--- src/rtl/core/arc_pkg.sv ---
`timescale 1ns / 1ps

package arc_pkg;

   // List codes held by every directory cell.
   localparam logic [2:0] LIST_FREE = 3'd0;
   localparam logic [2:0] LIST_T1   = 3'd1;
   localparam logic [2:0] LIST_T2   = 3'd2;
   localparam logic [2:0] LIST_B1   = 3'd3;
   localparam logic [2:0] LIST_B2   = 3'd4;
   localparam int unsigned LIST_NUM = 5;

   // Result status codes.
   localparam int unsigned STATUS_W = 3;
   localparam logic [STATUS_W-1:0] STATUS_HIT_T1   = 3'd0;
   localparam logic [STATUS_W-1:0] STATUS_HIT_T2   = 3'd1;
   localparam logic [STATUS_W-1:0] STATUS_GET_MISS = 3'd2;
   localparam logic [STATUS_W-1:0] STATUS_PUT_NEW  = 3'd3;
   localparam logic [STATUS_W-1:0] STATUS_PUT_B1   = 3'd4;
   localparam logic [STATUS_W-1:0] STATUS_PUT_B2   = 3'd5;

   // Transaction kinds.
   localparam logic KIND_GET = 1'b0;
   localparam logic KIND_PUT = 1'b1;

   // Field widths fixed by the interface.
   localparam int unsigned CAP_W   = 7;
   localparam int unsigned EVKEY_W = 32;
   localparam logic [CAP_W-1:0] CAP_RESET = 7'd64;

   // Operation broadcast to the row of cells.
   typedef enum logic [1:0] {
      OP_NOP,
      OP_FIND,
      OP_PICK,
      OP_MOVE
   } cell_op_type;

   typedef struct packed {
      cell_op_type op;
      logic [2:0]  list_from;
      logic [2:0]  list_to;
      logic        write_key;
   } cell_cmd_type;

endpackage

--- src/rtl/core/arc_div.sv ---
`timescale 1ns / 1ps

module arc_div
   import arc_pkg::*;
#(
   parameter int NW    = 8,
   parameter int FRAC  = 8
) (
   input  logic               clock,
   input  logic               reset,
   input  logic               start,
   input  logic [NW-1:0]      num,
   input  logic [NW-1:0]      den,
   output logic               done,
   output logic [NW+FRAC-1:0] quo
);

   localparam int QW = NW + FRAC;
   localparam int NCW = $clog2(QW + 1);

   logic [QW-1:0]  dvd_ff;
   logic [QW-1:0]  quo_ff;
   logic [NW-1:0]  rem_ff;
   logic [NW-1:0]  den_ff;
   logic [NCW-1:0] cnt_ff;
   logic           busy_ff;
   logic           done_ff;
   logic [NW:0]    rem_sh;
   logic           fits;

   // One restoring step per cycle.
   always_comb begin
      rem_sh = {rem_ff, dvd_ff[QW-1]};
      fits   = (rem_sh >= {1'b0, den_ff});
   end

   always_ff @(posedge clock) begin
      if (reset) begin
         busy_ff <= 1'b0;
         done_ff <= 1'b0;
         cnt_ff  <= '0;
      end else begin
         done_ff <= 1'b0;
         if (start) begin
            busy_ff <= 1'b1;
            cnt_ff  <= NCW'(QW);
         end else if (busy_ff) begin
            cnt_ff <= cnt_ff - NCW'(1);
            if (cnt_ff == NCW'(1)) begin
               busy_ff <= 1'b0;
               done_ff <= 1'b1;
            end
         end
      end
   end

   // Datapath registers.
   always_ff @(posedge clock) begin
      if (start) begin
         dvd_ff <= {num, {FRAC{1'b0}}};
         den_ff <= den;
         rem_ff <= '0;
         quo_ff <= '0;
      end else if (busy_ff) begin
         dvd_ff <= {dvd_ff[QW-2:0], 1'b0};
         quo_ff <= {quo_ff[QW-2:0], fits};
         rem_ff <= fits ? NW'(rem_sh - {1'b0, den_ff}) : NW'(rem_sh);
      end
   end

   assign done = done_ff;
   assign quo  = quo_ff;

endmodule

--- config.mk ---
export PLATFORM = sky130hd
export DESIGN_NAME = arc_div
export DESIGN_NICKNAME = d
export VERILOG_FILES = /design/src/rtl/core/arc_pkg.sv /design/src/rtl/core/arc_div.sv
export SDC_FILE = /design/constraint.sdc
export NUM_CORES = 1
export LEC_CHECK = 0
export BUFFER_PORTS_ARGS = -buffer_cell sky130_fd_sc_hd__buf_2
export CELL_PAD_IN_SITES_DETAIL_PLACEMENT = 0
export CELL_PAD_IN_SITES_GLOBAL_PLACEMENT = 1
export CORE_MARGIN = 1.5
export CORE_UTILIZATION = 45
export CTS_BUF_LIST = sky130_fd_sc_hd__clkbuf_2
export DETAILED_ROUTE_END_ITERATION = 7
export PLACE_DENSITY = 0.89
export SETUP_SLACK_MARGIN = 0.4
export SYNTH_ARGS = -nofsm -noshare
export SYNTH_HDL_FRONTEND = slang
export SYNTH_SLANG_ARGS = --single-unit
--- constraint.sdc ---
create_clock -name clock -period 2.6 [get_ports clock]
set_clock_uncertainty 0.1 [all_clocks]
set_input_delay 0.26 -clock clock [delete_from_list [all_inputs] [get_ports clock]]
set_output_delay 0.26 -clock clock [all_outputs]
set_load 0.05 [all_outputs]
==> results of run 1 <==
synthesized netlist by cell type:
cell type	count	area, um^2
sky130_fd_sc_hd__o22ai_1	1	6.260
sky130_fd_sc_hd__or2b_1	1	7.510
sky130_fd_sc_hd__nor4_1	1	6.260
sky130_fd_sc_hd__o21ai_0	6	30.03
sky130_fd_sc_hd__and2_1	1	6.260
sky130_fd_sc_hd__buf_1	1	3.750
sky130_fd_sc_hd__inv_1	14	52.55
sky130_fd_sc_hd__nor2_1	31	116.4
sky130_fd_sc_hd__ha_1	10	125.1
sky130_fd_sc_hd__clkbuf_1	1	3.750
sky130_fd_sc_hd__edfxtp_1	16	480.5
sky130_fd_sc_hd__a311oi_1	2	17.52
sky130_fd_sc_hd__a211oi_1	2	15.01
sky130_fd_sc_hd__nand2b_1	3	18.77
sky130_fd_sc_hd__buf_2	5	25.02
sky130_fd_sc_hd__a211oi_2	1	12.51
sky130_fd_sc_hd__nor3_1	4	20.02
sky130_fd_sc_hd__a22o_1	1	8.760
sky130_fd_sc_hd__xor2_1	4	35.03
sky130_fd_sc_hd__a32oi_1	3	26.28
sky130_fd_sc_hd__nor2b_1	1	6.260
sky130_fd_sc_hd__mux2_2	7	78.83
sky130_fd_sc_hd__a21oi_2	3	26.28
sky130_fd_sc_hd__dfxtp_1	31	620.6
sky130_fd_sc_hd__a21oi_1	5	25.02
sky130_fd_sc_hd__and2b_2	1	8.760
sky130_fd_sc_hd__nand2_1	10	37.54
sky130_fd_sc_hd__or4b_1	1	10.01
sky130_fd_sc_hd__nor4b_1	2	17.52
sky130_fd_sc_hd__mux2i_1	19	190.2
sky130_fd_sc_hd__o221ai_2	1	15.01
sky130_fd_sc_hd__o211ai_1	1	7.510
sky130_fd_sc_hd__o21ai_2	1	8.760
sky130_fd_sc_hd__buf_6	1	11.26
sky130_fd_sc_hd__or2_1	1	6.260
sky130_fd_sc_hd__a2111oi_0	1	8.760
sky130_fd_sc_hd__xnor2_1	5	43.79
sky130_fd_sc_hd__fa_1	1	20.02
sky130_fd_sc_hd__nand2b_4	1	13.76
sky130_fd_sc_hd__nand3_1	1	5.000
per-stage QoR:
stage,hold slack [ns],cell area [um^2],power [W],worst slack (ns),utilization
global placement,0.3373,2392,0.001042,0.5364,0.5099
CTS,0.002476,2531,0.001347,0.4731,0.5395
floorplan,0.2324,2178,0.0009947,0.7369,-
finish,0.03767,2549,0.001335,0.5053,0.5432
detailed placement,0.3384,2392,0.001044,0.5146,0.5099
global route,0.009248,2549,0.001404,0.4262,0.5432
worst min-delay path by stage:
| stage | endpoint | from | depth (start not counted) | slack, ns |
|---|---|---|---|---|
| floorplan | busy_ff$_SDFF_PP0_ | reset | 1 | 0.23 |
| global placement | den_ff[6]$_DFFE_PP_ | den[6] | 1 | 0.34 |
| detailed placement | den_ff[3]$_DFFE_PP_ | den[3] | 1 | 0.34 |
| CTS | dvd_ff[11]$_DFFE_PP_ | num[3] | 2 | 0.002 |
| global route | dvd_ff[8]$_SDFFCE_PN0P_ | num[0] | 2 | 0.009 |
| finish | dvd_ff[8]$_SDFFCE_PN0P_ | num[0] | 2 | 0.04 |
repair_timing:
| item | in CTS | in global routing |
|---|---|---|
| hold buffers | 10 | 1 |
| setup buffers | 0 | 0 |
| resized for setup | 0 | 1 |
| setup endpoints to repair | 0 | 8 |
| hold endpoints to repair | 16 | 1 |
logic make-up (layout without fill, tap and decap cells):
logic type      count (synthesis)  in the layout
compound gates                 28             28
mux                            26             26
xor+xnor                        9              9
flops                          47             47
buf+inv                        22             70
fa+ha+maj                      11             11
simple gates                   59             59
flip-flops by register name, summed over array words and instances (netlist names):
name,count
cnt_ff,5
done,1
rem_ff,8
dvd_ff,8
quo,16
busy_ff,1
den_ff,8
worst max-delay path: cells and delay by family (launching register included):
kind	cells	cell delay, ns
flip-flops	1	0.40
adder cells (fa/ha/maj)	2	0.60
AO/OA/AOI/OAI	3	0.60
AND/OR/NAND/NOR	2	0.24
buffers and inverters	1	0.05
area by class of cell:
cell class	count	area share
repair buffers	48	0.1178
clock buffers	5	0.009818
clock inverters	3	0.005400
flip-flops and latches	47	0.4320
multi-input cells	133	0.3878
well taps	54	0.02651
inverters	14	0.02062
power by group through the flow:
stage,Sequential [W],Combinational (W),Clock [W]
2_1_floorplan,0.000835,0.000159,0
3_3_place_gp,0.000836,0.000206,0
3_5_place_dp,0.000838,0.000206,0
4_1_cts,0.000823,0.000221,0.000303
5_1_grt,0.000828,0.000249,0.000327
6_report,0.000823,0.000225,0.000288
per-layer routing:
metal,GRT usage,vias to the layer above
met4,0.06918,0
met1,0.2011,724
met3,0.04420,10
met5,0,-
met2,0.2712,33
li1,-,802
==> qor.csv, run 1 <==
stage,metric,value,unit
outcome,outcome,"finished, final reports clean",
drt,wl_per_cell,12.97,um
clocking,clock_tree.root_cell,sky130_fd_sc_hd__clkbuf_2,
layout,drive_above_1_share,0.2360,
place,dp.final_hpwl,2.664,mm
setup_path,arrival,2.32,ns
sta,period_minus_slack,2.095,ns
drt,detail_route.iter0.violations,60,
layout,areaGrowthSynthToFinish,17.00,%
layout,final-instance-count-excl-fill,304,
setup_path,crit_chain,inv_1 -> ha_1 -> fa_1 -> nand2b_1 -> a21oi_1 -> nor4_1 -> a311oi_1 -> o21ai_0,
run,maxCapViolCount,0,
sta,rsz_0062_raised_after_global_routing,no,
power,worst_ir_drop_vdd,273.2,uV
sta,max_slew_margin,0.6545,
floorplan,start_util,0.4643,
clocking,cts_tree,done,
setup_path,crit_end,rem_ff[6]$_SDFFE_PP0P_,
floorplan,placeable_core_area,0.004692,mm^2
setup_path,reg2reg_start,dvd_ff[15]$_DFFE_PP_,
place,globalplace.congestion,0.7143,
setup_path,critPathSlowestCell,sky130_fd_sc_hd__edfxtp_1,
clocking,cts_made_buffers,5,
clocking,clk_transition_reported_paths,0.23,ns
power,power_switching,0.0003688,W
layout,fillers,427,
global_routing,maximum_number_of_pins_on_one_net_before_global_route_repair,25,
drt,dr_wl_met3,157,um
sta,setup_total_negative_slack,0,ns
power,power.static_leakage,1.134,nW
layout,area_of_the_multi_input_gates,988.4,um^2
synth,synth_nets,232,
synth,synth_compound_gate_area_share,0.09535,
drt,detailroute.wirelength.met2,1.839,mm
clocking,ctsLongestPathBuffers,2,
global_routing,first_global_vias,1560,
synth,cells_after_synth,202,
synth,synth_area,0.002178,mm^2
drt,antenna_left,0,
setup_path,worstRegToRegCells,8,
clocking,clkLatencyLatePin,0.41,ns
drt,postRouteWirelength,3.942,mm
min_path,worstHoldPathType,in -> reg,
power,power.sequential.fraction,0.616,
global_routing,grt_usage,0.1636,
setup_path,path_max_fanout,3,
sta,drv_slew,0,
floorplan,ioPinCount,36,
synth,total_of_flip_flops_plus_latches_after_synthesis,47,
drt,drt_pre_antenna_iters,4,
drt,dr_total_vias,1569,
synth,largest_family_of_logic_cells_by_synthesized_area,simple AND/OR/NAND/NOR gates,
setup_path,data_required_time_at_the_worst_endpoint,2.83,ns
place,placed_cells,285,
clocking,cts_num_sinks,47,
setup_path,worstSetupStartpoint,dvd_ff[15]$_DFFE_PP_,
layout,area_taken_by_flip_flops_and_latches,0.001101,mm^2
power,power.density_cell_area,523.8,mW/mm^2
synth,simple_gate_fraction_of_synth_area,0.1287,
setup_path,setup.worst_path.class,reg -> reg,
layout,antenna_cells,0,
clocking,clock_tree.htree_level_count,2,
synth,area_share_of_fa_ha_maj_cells_after_synthesis,0.06663,
floorplan,die_w,72.58,um
sta,post-route-period-util,0.8056,
synth,multiplexer_fraction_of_the_synthesized_cell_area,0.1235,
setup_path,cpPeakStageDelay,0.40,ns
global_routing,antenna_found_initial,0,
setup_path,timing.critical_path.from_type,flip-flop,
place,io_buffer_count,35,
synth,synth-seq-area-share,0.5055,
sta,timing.final.hold_violations,0,
synth,yosysWarnings,0,
synth,post_synth_num_cell_types,40,
power,combPwrFrac,0.168,
drt,highest_layer,met4,
layout,mostFrequentLayoutCell,sky130_fd_sc_hd__buf_2,
sta,max_freq,477.4,MHz
floorplan,die_h,72.58,um
drt,route.layer.met1.wl,1.854,mm
global_routing,grt-ovfl-total,0,
sta,setup_viol,0,
floorplan,num_rows,25,
setup_path,setup_slack_of_the_worst_register_to_register_path,0.51,ns
layout,layout.cells.most_common_list,"sky130_fd_sc_hd__buf_2, sky130_fd_sc_hd__nor2_1, sky130_fd_sc_hd__dfxtp_1, sky130_fd_sc_hd__mux2i_1, sky130_fd_sc_hd__edfxtp_1",
global_routing,grt_pass1_wl,6.699,mm
drt,count_of_unresolved_drc_violations_after_routing,0,
drt,vias_cell,5.161,
power,switching_share,0.2762,
synth,syn_avg_cell_area,10.78,um^2
setup_path,end_kind,flip-flop,
setup_path,critical_path.reg2reg.endpoint,rem_ff[6]$_SDFFE_PP0P_,
layout,fin_nets,279,
sta,worst_pin_slew,0.5176,ns
synth,post_synth_xor_area_fraction,0.03619,
power,clkPwrFrac,0.216,
power,p_int,0.0009663,W
floorplan,die_area,0.005267,mm^2
Note: power is estimated with default switching activity, not from simulation.
==> run 2: changes to the inputs <==
--- a/config.mk
+++ b/config.mk
@@ -9,10 +9,10 @@
 export CELL_PAD_IN_SITES_DETAIL_PLACEMENT = 0
 export CELL_PAD_IN_SITES_GLOBAL_PLACEMENT = 1
 export CORE_MARGIN = 1.5
-export CORE_UTILIZATION = 45
+export CORE_UTILIZATION = 41
 export CTS_BUF_LIST = sky130_fd_sc_hd__clkbuf_2
 export DETAILED_ROUTE_END_ITERATION = 7
-export PLACE_DENSITY = 0.89
+export PLACE_DENSITY = 0.86
 export SETUP_SLACK_MARGIN = 0.4
 export SYNTH_ARGS = -nofsm -noshare
 export SYNTH_HDL_FRONTEND = slang
==> constraint.sdc (replaced) <==
create_clock -name clock -period 1.8 [get_ports clock]
set_clock_uncertainty 0.1 [all_clocks]
set_input_delay 0.18 -clock clock [delete_from_list [all_inputs] [get_ports clock]]
set_output_delay 0.18 -clock clock [all_outputs]
set_load 0.05 [all_outputs]
==> run 2 against run 1 <==
The flow now finishes with violations (negative setup slack). Wire length up 14%. Sequential power up 45%. Clock power grew 99%. Final area rose by 18%. Utilization grew 4.5 points. Combinational power increased by 93%. Maximum frequency rose by 10%. Largest cell class is now multi-input combinational cells.
==> qor.csv, run 2 (synthesized netlist as in run 1, its figures left out) <==
stage,metric,value,unit
layout,post-route-cell-area,0.003002,mm^2
place,globalplace.congestion,0.8231,
global_routing,antenna_found_initial,0,
floorplan,die_area,0.005759,mm^2
global_routing,grt-ovfl-total,0,
power,p_int,0.001616,W
sta,max_freq,527.0,MHz
floorplan,placeable_core_area,0.005107,mm^2
sta,timing.final.hold_violations,0,
clocking,ctsLongestPathBuffers,2,
place,dp.final_hpwl,2.926,mm
sta,period_minus_slack,1.897,ns
clocking,cts_num_sinks,47,
layout,post_layout_utilization_of_the_core,0.5877,
sta,setup_slack,-0.09741,ns
setup_path,worstSetupStartpoint,den_ff[0]$_DFFE_PP_,
global_routing,first_global_vias,1605,
drt,vias_cell,4.789,
clocking,cts_made_buffers,5,
drt,postRouteWirelength,4.504,mm
sta,post-route-period-util,1.054,
drt,dr_total_vias,1657,
floorplan,num_rows,26,
setup_path,setup_slack_of_the_worst_register_to_register_path,-0.1,ns
global_routing,grt_pass1_wl,6.969,mm
setup_path,arrival,2.16,ns
floorplan,die_w,75.89,um
power,power.static_leakage,1.309,nW
sta,setup_viol,7,
power,combPwrFrac,0.198,
setup_path,path_max_fanout,4,
clocking,clkLatencyLatePin,0.42,ns
sta,rsz_0062_raised_after_global_routing,yes,
floorplan,ioPinCount,36,
drt,antenna_left,0,
run,maxCapViolCount,0,
layout,areaGrowthSynthToFinish,37.79,%
sta,drv_slew,0,
power,clkPwrFrac,0.261,
setup_path,end_kind,flip-flop,
power,worst_ir_drop_vdd,500.1,uV
drt,detail_route.iter0.violations,40,
power,power.density_cell_area,732.7,mW/mm^2
clocking,clock_tree.htree_level_count,2,
clocking,clock_tree.root_cell,sky130_fd_sc_hd__clkbuf_2,
setup_path,crit_end,rem_ff[0]$_SDFFE_PP0P_,
setup_path,setup.worst_path.class,reg -> reg,
place,placed_cells,317,
layout,layout.cells.most_common_list,"sky130_fd_sc_hd__buf_4, sky130_fd_sc_hd__nor2_1, sky130_fd_sc_hd__buf_2, sky130_fd_sc_hd__dfxtp_1, sky130_fd_sc_hd__mux2i_1",
place,pre_cts_ws,-0.1020,ns
place,placed_cell_area,0.002561,mm^2
floorplan,start_util,0.4265,
setup_path,timing.critical_path.from_type,flip-flop,
global_routing,grt_usage,0.1604,
layout,final-instance-count-excl-fill,346,
clocking,clk_transition_reported_paths,0.23,ns
floorplan,die_h,75.89,um
setup_path,reg2reg_start,den_ff[0]$_DFFE_PP_,
power,power_switching,0.0005838,W
setup_path,worstRegToRegCells,7,
layout,fin_nets,305,
min_path,worstHoldPathType,in -> reg,
drt,drt_pre_antenna_iters,4,
clocking,cts_tree,done,
place,io_buffer_count,35,
power,switching_share,0.2654,
layout,antenna_cells,0,
layout,mostFrequentLayoutCell,sky130_fd_sc_hd__buf_4,
drt,wl_per_cell,13.02,um
sta,max_slew_margin,0.7881,
outcome,violations,negative setup slack,
drt,count_of_unresolved_drc_violations_after_routing,0,
setup_path,data_required_time_at_the_worst_endpoint,2.06,ns
layout,drive_above_1_share,0.3949,
sta,worst_pin_slew,0.3099,ns
power,power.sequential.fraction,0.541,
outcome,outcome,finished with violations,
layout,largest_register_ff_count,16,
global_routing,maximum_number_of_pins_on_one_net_before_global_route_repair,23,
setup_path,critical_path.reg2reg.endpoint,rem_ff[0]$_SDFFE_PP0P_,
## run 2: cell types whose count changed in the layout (fill, tap and decap cells not counted), moves of 4 or more
| cell | previous run | this run |
|---|---|---|
| sky130_fd_sc_hd__buf_4 | 2 | 33 |
| sky130_fd_sc_hd__buf_2 | 35 | 22 |
| sky130_fd_sc_hd__dfxtp_1 | 31 | 22 |
| sky130_fd_sc_hd__dfxtp_2 | 0 | 9 |
| sky130_fd_sc_hd__dlygate4sd3_1 | 11 | 18 |
| sky130_fd_sc_hd__o21ai_0 | 6 | 0 |
| sky130_fd_sc_hd__o21ai_1 | 0 | 5 |
| sky130_fd_sc_hd__ha_1 | 10 | 6 |
| sky130_fd_sc_hd__ha_4 | 0 | 4 |
## run 2: per-layer routing
metal | track usage | routed length (um)
met5 | 0 | 0
met2 | 0.2725 | 2322
met1 | 0.1940 | 1958
met3 | 0.04762 | 171
met4 | 0.05357 | 52
## run 2: cell type report
cell class | count | area (um^2)
tap | 70 | 87.58
timing repair buffer | 74 | 549.3
fill | 436 | 2106
multi-input combinational | 133 | 1131
sequential | 47 | 1112
clock inverter | 3 | 43.79
inverter | 14 | 52.55
clock buffer | 5 | 25.02
## run 2: worst min path at each step
stage / start / end / slack (ns) / depth (start not counted)
3_5_place_dp: den[6] / den_ff[6]$_DFFE_PP_ / 0.26 / 1
3_3_place_gp: den[7] / den_ff[7]$_DFFE_PP_ / 0.26 / 1
5_1_grt: start / rem_ff[3]$_SDFFE_PP0P_ / 0.11 / 4
6_report: start / rem_ff[4]$_SDFFE_PP0P_ / 0.10 / 4
4_1_cts: start / rem_ff[4]$_SDFFE_PP0P_ / 0.06 / 4
2_1_floorplan: reset / busy_ff$_SDFF_PP0_ / 0.15 / 1
## run 2: critical path, cell delays in order (launching register included)
cell and delay, ns:
sky130_fd_sc_hd__edfxtp_1 0.48, sky130_fd_sc_hd__ha_4 0.29, sky130_fd_sc_hd__and2b_2 0.21, sky130_fd_sc_hd__o21ai_2 0.12, sky130_fd_sc_hd__a21oi_2 0.09, sky130_fd_sc_hd__buf_2 0.15, sky130_fd_sc_hd__or2_1 0.20, sky130_fd_sc_hd__a311oi_1 0.20
## run 2: repair_timing
item	4_1_cts	5_1_grt
buffers inserted	0	2
hold buffers	18	0
pin swaps	6	9
gates cloned	0	1
setup endpoints to repair	33	18
gates resized for setup	28	19
endpoints found under the hold margin	25	0
## run 2: power by group through the flow
stage	combinational, W	clock [W]	sequential (W)
global route	0.000475	0.000624	0.00120
CTS	0.000401	0.000596	0.00119
global placement	0.000355	0	0.00121
floorplan	0.000245	0	0.00121
detailed placement	0.000355	0	0.00121
finish	0.000435	0.000573	0.00119
## run 2: per-stage QoR
| stage | power (W) | setup TNS [ns] | hold slack [ns] |
|---|---|---|---|
| 2_1_floorplan | 0.001452 | 0 | 0.1524 |
| 3_3_place_gp | 0.001560 | -0.1122 | 0.2583 |
| 3_5_place_dp | 0.001562 | -0.2552 | 0.2581 |
| 4_1_cts | 0.002186 | -0.2636 | 0.05808 |
| 5_1_grt | 0.002298 | -0.9424 | 0.1084 |
| 6_report | 0.002199 | -0.3381 | 0.1024 |
